--- src/hw/rtl/lrupl_pkg.sv ---
// Shared constants, codes and types of the LRU page replacement list.
package lrupl_pkg;

    // List geometry
    localparam int NUM_FRAMES   = 8;
    localparam int PAGE_ID_BITS = 16;
    localparam int ADDR_W       = $clog2(NUM_FRAMES);
    localparam int CNT_W        = $clog2(NUM_FRAMES + 1);

    // Widths of the stream fields
    localparam int PAGE_IN_W = 16;
    localparam int VICTIM_W  = 16;
    localparam int OCC_W     = 4;
    localparam int STATUS_W  = 3;

    // Result codes
    typedef enum logic [STATUS_W-1:0] {
        STAT_INSERTED = 3'd0,
        STAT_MOVED    = 3'd1,
        STAT_EVICTED  = 3'd2,
        STAT_FULL     = 3'd3,
        STAT_EMPTY    = 3'd4
    } t_status;

    // Sequencer states
    typedef enum logic [2:0] {
        ST_IDLE,
        ST_SEARCH,
        ST_SHIFT,
        ST_EV_RD,
        ST_EV_DATA,
        ST_DONE
    } t_state;

    // One cycle of accesses to the recency store
    typedef struct packed {
        logic                    rd_en;
        logic [ADDR_W-1:0]       rd_addr;
        logic                    wr_en;
        logic [ADDR_W-1:0]       wr_addr;
        logic [PAGE_ID_BITS-1:0] wr_data;
    } t_mem_req;

endpackage

--- src/hw/rtl/lru_page_replacement_list_core.sv ---
// LRU page replacement list: top level with request sequencer and result register.
//
// Keeps up to NUM_FRAMES resident page identifiers in recency order, slot 0 the
// most recent, in a small single-read-port memory. A touch word (tuser 0) walks
// the list once to look for the page, then walks it again up to the hit slot,
// or up to the end when the page is new, moving each entry one slot down and
// writing the page into slot 0. A touch of a page that is not present when the
// list is full is rejected and leaves the list unchanged. An evict word
// (tuser 1) reads the last slot and returns it as the victim; evicting from an
// empty list returns the empty status. One result word comes out per request.
// The walks through the memory read port move one slot per cycle. A result
// that waits in the output register does not block the next request, which
// is held back only at its final step until the register is free.
module lru_page_replacement_list_core (
    input  logic        i_clk,
    input  logic        i_rst_n,
    // Request stream
    input  logic        i_s_tvalid,
    output logic        o_s_tready,
    input  logic [15:0] i_s_tdata,   // [15:0] page_id
    input  logic [0:0]  i_s_tuser,   // [0] req_type
    // Result stream
    output logic        o_m_tvalid,
    input  logic        i_m_tready,
    output logic [23:0] o_m_tdata,   // [15:0] victim_page, [19:16] occupancy, [23:20] zero
    output logic [2:0]  o_m_tuser    // [2:0] status
);

    localparam int PW = lrupl_pkg::PAGE_ID_BITS;
    localparam int AW = lrupl_pkg::ADDR_W;
    localparam int CW = lrupl_pkg::CNT_W;

    // Control registers
    lrupl_pkg::t_state  r_state, n_state;
    logic [CW-1:0]      r_count, n_count;
    logic [CW-1:0]      r_idx, n_idx;
    logic               r_pend, n_pend;
    logic               r_out_valid, n_out_valid;

    // Payload registers
    logic [AW-1:0]                   r_pend_idx, n_pend_idx;
    logic [AW-1:0]                   r_upto, n_upto;
    logic [PW-1:0]                   r_page, n_page;
    logic [PW-1:0]                   r_carry, n_carry;
    lrupl_pkg::t_status              r_st, n_st;
    logic [lrupl_pkg::VICTIM_W-1:0]  r_vic, n_vic;
    lrupl_pkg::t_status              r_out_st, n_out_st;
    logic [lrupl_pkg::VICTIM_W-1:0]  r_out_vic, n_out_vic;
    logic [lrupl_pkg::OCC_W-1:0]     r_out_occ, n_out_occ;

    lrupl_pkg::t_mem_req mem_req;
    logic [PW-1:0]       rd_data;
    logic [31:0]         page_wide;
    logic [31:0]         data_wide;
    logic [31:0]         count_wide;
    logic [CW-1:0]       last_slot;
    logic                hit_now;

    lrupl_store u_store (
        .i_clk     (i_clk),
        .i_req     (mem_req),
        .o_rd_data (rd_data)
    );

    // Width adaptation between stream fields and list words
    assign page_wide  = 32'(i_s_tdata);
    assign data_wide  = 32'(rd_data);
    assign count_wide = 32'(r_count);
    assign last_slot  = r_count - CW'(1);
    assign hit_now    = r_pend && (rd_data == r_page);

    assign o_s_tready = (r_state == lrupl_pkg::ST_IDLE);
    assign o_m_tvalid = r_out_valid;
    assign o_m_tdata  = {4'b0000, r_out_occ, r_out_vic};
    assign o_m_tuser  = r_out_st;

    // Sequencer: next state, memory accesses and result
    always_comb begin
        n_state     = r_state;
        n_count     = r_count;
        n_idx       = r_idx;
        n_pend      = r_pend;
        n_pend_idx  = r_pend_idx;
        n_upto      = r_upto;
        n_page      = r_page;
        n_carry     = r_carry;
        n_st        = r_st;
        n_vic       = r_vic;
        n_out_valid = r_out_valid;
        n_out_st    = r_out_st;
        n_out_vic   = r_out_vic;
        n_out_occ   = r_out_occ;
        mem_req     = '0;

        if (r_out_valid && i_m_tready) begin
            n_out_valid = 1'b0;
        end

        case (r_state)
            lrupl_pkg::ST_IDLE: begin
                if (i_s_tvalid) begin
                    n_page = page_wide[PW-1:0];
                    n_idx  = '0;
                    n_pend = 1'b0;
                    n_vic  = '0;
                    if (i_s_tuser[0]) begin
                        if (r_count == '0) begin
                            n_st    = lrupl_pkg::STAT_EMPTY;
                            n_state = lrupl_pkg::ST_DONE;
                        end else begin
                            n_state = lrupl_pkg::ST_EV_RD;
                        end
                    end else begin
                        n_state = lrupl_pkg::ST_SEARCH;
                    end
                end
            end

            // Look for the page, one slot read per cycle
            lrupl_pkg::ST_SEARCH: begin
                if (hit_now) begin
                    n_st    = lrupl_pkg::STAT_MOVED;
                    n_upto  = r_pend_idx;
                    n_idx   = '0;
                    n_pend  = 1'b0;
                    n_carry = r_page;
                    n_state = lrupl_pkg::ST_SHIFT;
                end else if (!r_pend && (r_idx == r_count)) begin
                    if (r_count == CW'(lrupl_pkg::NUM_FRAMES)) begin
                        n_st    = lrupl_pkg::STAT_FULL;
                        n_state = lrupl_pkg::ST_DONE;
                    end else begin
                        n_st    = lrupl_pkg::STAT_INSERTED;
                        n_upto  = r_count[AW-1:0];
                        n_idx   = '0;
                        n_pend  = 1'b0;
                        n_carry = r_page;
                        n_state = lrupl_pkg::ST_SHIFT;
                    end
                end else if (r_idx < r_count) begin
                    mem_req.rd_en   = 1'b1;
                    mem_req.rd_addr = r_idx[AW-1:0];
                    n_idx           = r_idx + CW'(1);
                    n_pend          = 1'b1;
                    n_pend_idx      = r_idx[AW-1:0];
                end else begin
                    n_pend = 1'b0;
                end
            end

            // Move slots down by one: write the carried word, carry the old one
            lrupl_pkg::ST_SHIFT: begin
                if (r_pend) begin
                    mem_req.wr_en   = 1'b1;
                    mem_req.wr_addr = r_pend_idx;
                    mem_req.wr_data = r_carry;
                    n_carry         = rd_data;
                end
                if (r_idx < CW'(r_upto)) begin
                    mem_req.rd_en   = 1'b1;
                    mem_req.rd_addr = r_idx[AW-1:0];
                    n_idx           = r_idx + CW'(1);
                    n_pend          = 1'b1;
                    n_pend_idx      = r_idx[AW-1:0];
                end else if (r_pend) begin
                    n_pend = 1'b0;
                end else begin
                    // last carried word lands in the hit slot or the new tail
                    mem_req.wr_en   = 1'b1;
                    mem_req.wr_addr = r_upto;
                    mem_req.wr_data = r_carry;
                    if (r_st == lrupl_pkg::STAT_INSERTED) begin
                        n_count = r_count + CW'(1);
                    end
                    n_state = lrupl_pkg::ST_DONE;
                end
            end

            // Evict: read the least recent slot
            lrupl_pkg::ST_EV_RD: begin
                mem_req.rd_en   = 1'b1;
                mem_req.rd_addr = last_slot[AW-1:0];
                n_state         = lrupl_pkg::ST_EV_DATA;
            end

            lrupl_pkg::ST_EV_DATA: begin
                n_vic   = data_wide[lrupl_pkg::VICTIM_W-1:0];
                n_st    = lrupl_pkg::STAT_EVICTED;
                n_count = last_slot;
                n_state = lrupl_pkg::ST_DONE;
            end

            // Hand the result word to the output register once it is free
            lrupl_pkg::ST_DONE: begin
                if (!r_out_valid || i_m_tready) begin
                    n_out_valid = 1'b1;
                    n_out_st    = r_st;
                    n_out_vic   = r_vic;
                    n_out_occ   = count_wide[lrupl_pkg::OCC_W-1:0];
                    n_state     = lrupl_pkg::ST_IDLE;
                end
            end

            default: begin
                n_state = lrupl_pkg::ST_IDLE;
            end
        endcase
    end

    // Control state
    always_ff @(posedge i_clk) begin
        if (!i_rst_n) begin
            r_state     <= lrupl_pkg::ST_IDLE;
            r_count     <= '0;
            r_idx       <= '0;
            r_pend      <= 1'b0;
            r_out_valid <= 1'b0;
        end else begin
            r_state     <= n_state;
            r_count     <= n_count;
            r_idx       <= n_idx;
            r_pend      <= n_pend;
            r_out_valid <= n_out_valid;
        end
    end

    // Payload
    always_ff @(posedge i_clk) begin
        r_pend_idx <= n_pend_idx;
        r_upto     <= n_upto;
        r_page     <= n_page;
        r_carry    <= n_carry;
        r_st       <= n_st;
        r_vic      <= n_vic;
        r_out_st   <= n_out_st;
        r_out_vic  <= n_out_vic;
        r_out_occ  <= n_out_occ;
    end

`ifndef ASSERT_OFF
    // occupancy never exceeds the number of frames
    a_count_bound: assert property (@(posedge i_clk) disable iff (!i_rst_n)
        r_count <= CW'(lrupl_pkg::NUM_FRAMES))
        else $error("list occupancy above frame count");

    // the shift walk never reads the slot it writes in the same cycle
    a_no_rw_clash: assert property (@(posedge i_clk) disable iff (!i_rst_n)
        (mem_req.rd_en && mem_req.wr_en) |-> (mem_req.rd_addr != mem_req.wr_addr))
        else $error("read and write of one slot in a cycle");

    // reads stay within the occupied part of the list
    a_rd_in_list: assert property (@(posedge i_clk) disable iff (!i_rst_n)
        mem_req.rd_en |-> (CW'(mem_req.rd_addr) < r_count))
        else $error("read beyond the list tail");

    // a result word is loaded only from the final step of a request
    a_out_from_done: assert property (@(posedge i_clk) disable iff (!i_rst_n)
        (n_out_valid && !r_out_valid) |-> (r_state == lrupl_pkg::ST_DONE))
        else $error("result word loaded outside the final step");
`endif

endmodule

--- src/hw/rtl/lrupl_store.sv ---
// Recency store: one write port, one registered read port.
module lrupl_store (
    input  logic                              i_clk,
    input  lrupl_pkg::t_mem_req               i_req,
    output logic [lrupl_pkg::PAGE_ID_BITS-1:0] o_rd_data
);

    logic [lrupl_pkg::PAGE_ID_BITS-1:0] r_mem [lrupl_pkg::NUM_FRAMES];
    logic [lrupl_pkg::PAGE_ID_BITS-1:0] r_rd_data;

    // Write port
    always_ff @(posedge i_clk) begin
        if (i_req.wr_en) begin
            r_mem[i_req.wr_addr] <= i_req.wr_data;
        end
    end

    // Read port, registered, data holds between reads
    always_ff @(posedge i_clk) begin
        if (i_req.rd_en) begin
            r_rd_data <= r_mem[i_req.rd_addr];
        end
    end

    assign o_rd_data = r_rd_data;

endmodule
--- config.mk ---
export PLATFORM = sky130hd
export DESIGN_NAME = lru_page_replacement_list_core
export DESIGN_NICKNAME = d
export VERILOG_FILES = /design/src/hw/rtl/lrupl_pkg.sv /design/src/hw/rtl/lru_page_replacement_list_core.sv /design/src/hw/rtl/lrupl_store.sv
export SDC_FILE = /design/constraint.sdc
export NUM_CORES = 1
export LEC_CHECK = 0
export ABC_AREA = 1
export BUFFER_PORTS_ARGS = -buffer_cell sky130_fd_sc_hd__clkbuf_2
export CORE_MARGIN = 2
export CORE_UTILIZATION = 47
export CTS_CLUSTER_DIAMETER = 120
export DETAILED_ROUTE_END_ITERATION = 7
export GPL_TIMING_DRIVEN = 1
export PLACE_DENSITY = 0.63
export SLEW_MARGIN = 20
export SYNTH_ARGS = -nofsm -noshare
export SYNTH_HDL_FRONTEND = slang
export SYNTH_SLANG_ARGS = --single-unit
--- constraint.sdc ---
create_clock -name i_clk -period 2.9 [get_ports i_clk]
set_input_delay 0.145 -clock i_clk [delete_from_list [all_inputs] [get_ports i_clk]]
set_output_delay 0.145 -clock i_clk [all_outputs]
set_load 0.01 [all_outputs]
==> results.md, run 1 <==
- 0 — ANT nets after route
- 0 — number of hold violations in the final report
- 0 — count of inserted antenna diode cells
- 0.301 ns — worst setup slack after layout
- sky130_fd_sc_hd__clkbuf_16 — Clock Tree Root
- 0.06 ns — Clock Pin Slew Worst Setup and Hold Paths
- 0 — total grt overflow
- register — CP startpoint kind
- sky130_fd_sc_hd__edfxtp_1 — prevailing post-synth register cell
- 0 — # Max-Cap Violations
- 0.465 mV — Peak supply drop
- 224 — number of enable-type register cells in the synthesized netlist
- 1 — number of levels the H-tree was split into
- 7.19 mW — Pint
- 6,768 — via count
- 3.18 ns — Req. time, crit path
- 1,236 — placed cell count
- 0.467 — sequential share of power
- 0.896 — Final period util
- 0.0117 mm2 — area of all placed cells without fillers
- 0.385 GHz — Fmax
- 584 — Initial DRC Count
- 0.198 ns — worst-case hold slack
- 11.0 um2 — synthesized area per cell
- 65 — maximum number of pins on one net before global-route repair
- 45 — count of port buffers added during placement
- 0 — total count of max-transition violations in the final report
- 925 — cell count after synthesis
- 0.849 — placer congestion estimate
- 0.0107 mm2 — post-placement cell area
- 4.62 nW — Lkg Pwr
- 1,298 — non-filler cells in the finished layout
- 34 — count of distinct cell types in the synthesized netlist
- 0 ns — final total negative setup slack
- register — kind of end point of the critical path
- 3 — CTS max path bufs
- 17.1 um — routed wire length per instance
- 0.140 — fraction of layout instances using a drive strength above 1
- 0.710 ns — Least-Margin Pin Slew
- 2.60 ns — min cycle time layout
- 50 — boundary pin count
- 0 — final setup violation count
- 151 um — vertical die dimension
- 0.238 — combinational share of power
- 897 mW/mm2 — power per cell area
- 1,037 — number of nets in the layout
- 0.0229 mm2 — total die area
- 64 — maximum fanout along the worst path
- 2.88 ns — arrival time worst endpoint
- 15.1% — Area growth syn-to-layout
- 0.00933 ns — Fin Clk Skew
- 0 — count of warnings emitted by yosys
- 53 — number of standard-cell rows in the floorplan
- 0.53 ns — Skew-Pair Late Insertion Delay
- input pin to register — Tightest Hold Check Type
- 0.317 — switching part of the total power
- 0.0102 mm2 — post-synthesis instance area
- 5.21 — via-per-instance ratio
- 237 — FF+latch count, synth
- 0.198 — Total GRT Usage
- 0.0212 mm2 — core area
- 0 — number of antenna violations at the first check in global routing
- 0.526 — worst max-slew margin expressed relative to the limit
- 25 — number of buffers created by CTS
- 0.686 — sequential fraction of the synthesis area
- 0.380 ns — Worst Setup Slack post-DPL
- 151 um — horizontal extent of the die
- 0.554 — post-route core utilization
- completed — status
- 13.9 mm — placed wire-length estimate
- 10.5 mW — Power, Total
- 34.7 mm — first-pass GRT wire length
- 0.481 — initial core utilization
- 0 — async set-reset flop share out of synthesis
- 3.33 mW — net switching component of the power
- 237 — clk sink count
- register to register — classification of the worst setup path
- 5 — number of detailed-routing iterations run before antenna repair
- 0.295 — clock power share
- false — setup repair after global routing missed its margin
- 6,406 — number of global-route vias before repair
- 0 — DRC violations left
- yes — CTS tree
- 22.2 mm — total wire length after detailed routing
==> area by class of cell <==
type                       count  area, um2
clock buffer                  31        648
clock inverter                12        143
tap                          275        344
fill                        1748       9430
sequential                   237       6990
inverter                      93        349
timing repair buffer          93        646
multi-input combinational    557       2610
==> cell usage in the layout (no fill, tap or decap), types with 2 or more instances in the layout <==
cell and count:
sky130_fd_sc_hd__nand3_1 179, sky130_fd_sc_hd__nor3b_1 2, sky130_fd_sc_hd__dfxtp_1 13, sky130_fd_sc_hd__clkbuf_1 6
sky130_fd_sc_hd__xnor2_1 2, sky130_fd_sc_hd__clkinv_2 2, sky130_fd_sc_hd__nand2_1 199, sky130_fd_sc_hd__a21oi_1 23
sky130_fd_sc_hd__nor2_1 76, sky130_fd_sc_hd__nand4_1 6, sky130_fd_sc_hd__clkinv_1 7, sky130_fd_sc_hd__xor2_1 3
sky130_fd_sc_hd__a22oi_1 2, sky130_fd_sc_hd__conb_1 4, sky130_fd_sc_hd__bufinv_16 3, sky130_fd_sc_hd__o21ai_0 27
sky130_fd_sc_hd__nor3_1 3, sky130_fd_sc_hd__edfxtp_1 224, sky130_fd_sc_hd__inv_2 24, sky130_fd_sc_hd__dlygate4sd3_1 19
sky130_fd_sc_hd__inv_1 68, sky130_fd_sc_hd__clkbuf_2 45, sky130_fd_sc_hd__nand3_2 2, sky130_fd_sc_hd__nor2_2 4
sky130_fd_sc_hd__clkbuf_16 25, sky130_fd_sc_hd__o21ai_1 5, sky130_fd_sc_hd__nor2_4 2, sky130_fd_sc_hd__buf_4 28
sky130_fd_sc_hd__nand2_2 2, sky130_fd_sc_hd__ha_1 9
==> worst max-delay path, cell delays in order, from the launching register on <==
cell	delay (ns)
sky130_fd_sc_hd__dfxtp_1	0.55
sky130_fd_sc_hd__ha_1	0.33
sky130_fd_sc_hd__inv_1	0.06
sky130_fd_sc_hd__nor2_1	0.03
sky130_fd_sc_hd__o21ai_1	0.11
sky130_fd_sc_hd__nand2_1	0.12
sky130_fd_sc_hd__nor2_1	0.18
sky130_fd_sc_hd__nand3_2	0.14
sky130_fd_sc_hd__buf_4	0.34
sky130_fd_sc_hd__nand3_1	0.15
sky130_fd_sc_hd__nand3_1	0.08
sky130_fd_sc_hd__nand3_1	0.12
sky130_fd_sc_hd__nand2_1	0.06
==> Yosys cell counts, types with 4 or more instances <==
| cell | n | share of area |
|---|---|---|
| sky130_fd_sc_hd__edfxtp_1 | 224 | 0.66 |
| sky130_fd_sc_hd__nand2_1 | 199 | 0.073 |
| sky130_fd_sc_hd__nand3_1 | 179 | 0.088 |
| sky130_fd_sc_hd__nor2_1 | 77 | 0.028 |
| sky130_fd_sc_hd__inv_1 | 68 | 0.025 |
| sky130_fd_sc_hd__o21ai_0 | 27 | 0.013 |
| sky130_fd_sc_hd__inv_2 | 24 | 0.0088 |
| sky130_fd_sc_hd__a21oi_1 | 23 | 0.011 |
| sky130_fd_sc_hd__buf_2 | 17 | 0.0084 |
| sky130_fd_sc_hd__dfxtp_1 | 13 | 0.026 |
| sky130_fd_sc_hd__buf_4 | 12 | 0.0088 |
| sky130_fd_sc_hd__ha_1 | 9 | 0.011 |
| sky130_fd_sc_hd__clkbuf_1 | 6 | 0.0022 |
| sky130_fd_sc_hd__nand4_1 | 6 | 0.0037 |
| sky130_fd_sc_hd__buf_6 | 5 | 0.0055 |
| sky130_fd_sc_hd__o21ai_1 | 5 | 0.0025 |
| sky130_fd_sc_hd__nor3_1 | 4 | 0.0020 |
==> cell families (layout without fill, tap and decap cells) <==
group	count (synthesis)	in the layout	share of synthesized area
AOI/OAI and AO/OA	61	61	0.0322
DFF	237	237	0.686
other	1	4	0.000368
and+or+nand+nor	478	478	0.206
xor gates and xnor gates	5	5	0.00430
adders and majority gates	9	9	0.0111
buffers and inverters	134	229	0.0596
==> repair_timing <==
action                    in CTS  in global routing
gates resized for setup        0                  0
hold endpoints to repair      23                  0
hold buffers                  19                  0
buffers inserted               0                  0
==> power groups by stage <==
stage	Combinational, mW	Clock (mW)	Sequential (mW)
after floorplan	1.82	0	4.85
after global placement	2.46	0	4.95
after detailed placement	2.47	0	4.97
after CTS	2.52	3.17	4.91
after global routing	2.84	3.31	4.98
final	2.51	3.10	4.91
==> state kept, by name, indices dropped and copies added (netlist names) <==
register           flops
r_upto                 3
o_m_tvalid             1
r_out_vic             16
u_store.r_mem        128
r_vic                 16
r_page                16
u_store.o_rd_data     16
r_out_occ              4
r_idx                  4
r_pend_idx             3
r_carry               16
r_state                3
r_count                4
r_pend                 1
r_st                   3
o_m_tuser              3
==> routing by layer <==
| metal | global-route usage | vias up | share of wire |
|---|---|---|---|
| met5 | 0 | - | 0 |
| met4 | 0.0416 | 0 | 0.014 |
| met3 | 0.0310 | 27 | 0.064 |
| met2 | 0.319 | 196 | 0.46 |
| met1 | 0.287 | 3209 | 0.46 |
| li1 | - | 3336 | - |
==> path summary, 6_finish.rpt <==
path,startpoint,slack (ns),depth (start not counted),end
max,r_idx[1]$_SDFFE_PN0P_,0.30,12,u_store.o_rd_data[10]$_DFFE_PP_
min,i_s_tvalid,0.20,4,r_page[0]$_DFFE_PP_
max reg2reg,r_idx[1]$_SDFFE_PN0P_,0.30,12,u_store.o_rd_data[10]$_DFFE_PP_
min reg2reg,r_vic[8]$_SDFFCE_PN0P_,0.42,0,r_out_vic[8]$_DFFE_PP_
No activity file was read; power rests on OpenSTA's default activity.
==> run 2: changes to the inputs <==
- MAX_ROUTING_LAYER: not set -> met4
==> run 2 against run 1 <==
  * Total power about the same
  * Register-to-register slack about the same
  * Cell count unchanged
  * Clock-buffer cell count unchanged
  * Largest power group unchanged
  * Global-route usage increased by 0.57 points
  * Highest routed layer unchanged
  * Clock power about the same
  * Sequential cell count unchanged
==> results.md, run 2 (synthesized netlist as in run 1, its figures left out) <==
- 1 — number of levels the H-tree was split into, unchanged
- 6,407 — number of global-route vias before repair, +0.016%
- 0.554 — post-route core utilization, unchanged
- 3 — CTS max path bufs, unchanged
- 22.1 mm — total wire length after detailed routing, -0.18%
- 0.204 — Total GRT Usage, +0.00566
- 24 — maximum fanout along the worst path, -63%
- 0 — total grt overflow, unchanged
- 0.0212 mm2 — core area, unchanged
- 2.99 ns — arrival time worst endpoint, +0.11 ns
- 0 — count of inserted antenna diode cells, unchanged
- 0.286 — global-route met1 utilization, -0.00101
- 0 — number of antenna violations at the first check in global routing, unchanged
- register — kind of end point of the critical path
- 506 — Initial DRC Count, -13%
- 0.894 — Final period util, -0.00168
- 0.306 ns — worst setup slack after layout, +0.00487 ns
- 0 — cts repair resizes, unchanged
- 15.1% — Area growth syn-to-layout, unchanged
- 128 — flip-flop count of the largest register after layout, unchanged
- 0.53 ns — Skew-Pair Late Insertion Delay, about the same
- 0 — ANT nets after route, unchanged
- register to register — classification of the worst setup path
- 0 — buffers inserted during post-CTS setup optimization, unchanged
- 0 — total count of max-transition violations in the final report, unchanged
- 0.140 — fraction of layout instances using a drive strength above 1, unchanged
- 6,801 — via count, +0.49%
- sky130_fd_sc_hd__edfxtp_1 — commonest non-fill, non-tap cell in the layout
- 5.24 — via-per-instance ratio, +0.49%
- 3.30 ns — Req. time, crit path, +0.12 ns
- 0.481 — initial core utilization, unchanged
- 1,037 — number of nets in the layout, unchanged
- 17.0 um — routed wire length per instance, -0.18%
- met2 — most used routing layer
- 2.59 ns — min cycle time layout, -0.00487 ns
- 0.0310 — met3 demand-to-capacity share in global routing, unchanged
- 0.00699 mm2 — area of all sequential standard cells, unchanged
- register — CP startpoint kind
- 53 — number of standard-cell rows in the floorplan, unchanged
- 25 — number of buffers created by CTS, unchanged
- 0.0229 mm2 — total die area, unchanged
- 65 — maximum number of pins on one net before global-route repair, unchanged
- 1,236 — placed cell count, unchanged
- u_store.r_mem — register with the most flip-flops
- 0 — number of hold violations in the final report, unchanged
- 45 — count of port buffers added during placement, unchanged
- 0.31 ns — reg-to-reg setup timing slack, about the same
- 13.9 mm — placed wire-length estimate, unchanged
- 0 — # Max-Cap Violations, unchanged
- yes — CTS tree
- 6 — number of detailed-routing iterations run before antenna repair, +1
- 0 — final setup violation count, unchanged
- 898 mW/mm2 — power per cell area, about the same
- 0.708 ns — Least-Margin Pin Slew, -0.00261 ns
- 0.319 — global routing usage on met2, +0.000452
- sky130_fd_sc_hd__edfxtp_1, sky130_fd_sc_hd__nand2_1, sky130_fd_sc_hd__nand3_1 — most frequent cells in the layout
- 1,748 — Layout fillers, unchanged
- 10.5 mW — Power, Total, about the same
- 0.862 — placer congestion estimate, +1.6%
- 0.466 mV — Peak supply drop, +0.24%
- false — setup repair after global routing missed its margin
- 237 — clk sink count, unchanged
- 0.528 — worst max-slew margin expressed relative to the limit, +0.00174
- 50 — boundary pin count, unchanged
- sky130_fd_sc_hd__clkbuf_16 — Clock Tree Root
- input pin to register — Tightest Hold Check Type
- 0.380 ns — Worst Setup Slack post-DPL, unchanged
- 0.386 GHz — Fmax, +0.19%
- 4.62 nW — Lkg Pwr, unchanged
- 34.7 mm — first-pass GRT wire length, about the same
- 0.00261 mm2 — multi-input logic area, unchanged
- 151 um — horizontal extent of the die, unchanged
- 151 um — vertical die dimension, unchanged
- 0.00774 ns — Fin Clk Skew, -0.00159 ns
- 0 — DRC violations left, unchanged
- completed — status
- 1,298 — non-filler cells in the finished layout, unchanged
- 0.06 ns — Clock Pin Slew Worst Setup and Hold Paths, about the same
- 0 ns — final total negative setup slack, unchanged
[run 2: cell counts in the layout (fill, tap and decap cells not counted)]
Identical to the previous run, type by type.
[run 2: final cells by class]
| type | instances | share of cell area |
|---|---|---|
| Sequential cell | 237 | 0.596 |
| Multi-Input combinational cell | 557 | 0.222 |
| Clock buffer | 31 | 0.0553 |
| Timing Repair Buffer | 93 | 0.0551 |
| Inverter | 93 | 0.0298 |
| Tap cell | 275 | 0.0293 |
| Clock inverter | 12 | 0.0122 |
[run 2: path summary, 6_finish.rpt]
kind | start | to | cells after the start
max | r_idx[1]$_SDFFE_PN0P_ | u_store.o_rd_data[6]$_DFFE_PP_ | 13
min reg2reg | r_vic[8]$_SDFFCE_PN0P_ | r_out_vic[8]$_DFFE_PP_ | 0
min | i_s_tvalid | r_page[0]$_DFFE_PP_ | 4
max reg2reg | r_idx[1]$_SDFFE_PN0P_ | u_store.o_rd_data[6]$_DFFE_PP_ | 13
[run 2: timing repair]
action	4_1_cts	5_1_grt
setup endpoints to repair	0	0
hold buffers	19	0
hold endpoints to repair	23	0
[run 2: metrics by stage]
stage | instance area (um2) | hold WS, ns
global placement | 10700 | 0.322
floorplan | 10200 | 0.244
detailed placement | 10700 | 0.324
global route | 11700 | 0.211
finish | 11700 | 0.200
CTS | 11700 | 0.179
[run 2: power by group]
group	switching [mW]	total [mW]	internal [mW]
Combinational	1.76	2.51	0.741
Sequential	0.316	4.91	4.60
Clock	1.26	3.10	1.85
Total	3.34	10.5	7.19
[run 2: metal layers]
layer,vias to the layer above,wire [um],share of wire
met5,-,0,0
met4,0,360,0.016
met3,32,1540,0.069
met2,237,10200,0.46
met1,3200,10100,0.46
li1,3332,-,-
[run 2: critical path, cell delays in order, from the launching register on]
cell                      delay, ns
sky130_fd_sc_hd__dfxtp_1       0.54
sky130_fd_sc_hd__ha_1          0.33
sky130_fd_sc_hd__inv_1         0.06
sky130_fd_sc_hd__nor2_1        0.03
sky130_fd_sc_hd__o21ai_1       0.11
sky130_fd_sc_hd__nand2_1       0.12
sky130_fd_sc_hd__nor2_1        0.18
sky130_fd_sc_hd__nand3_2       0.14
sky130_fd_sc_hd__nand2_4       0.25
sky130_fd_sc_hd__buf_4         0.33
sky130_fd_sc_hd__nand2_1       0.09
sky130_fd_sc_hd__nand3_1       0.07
sky130_fd_sc_hd__nand3_1       0.09
sky130_fd_sc_hd__nand2_1       0.09
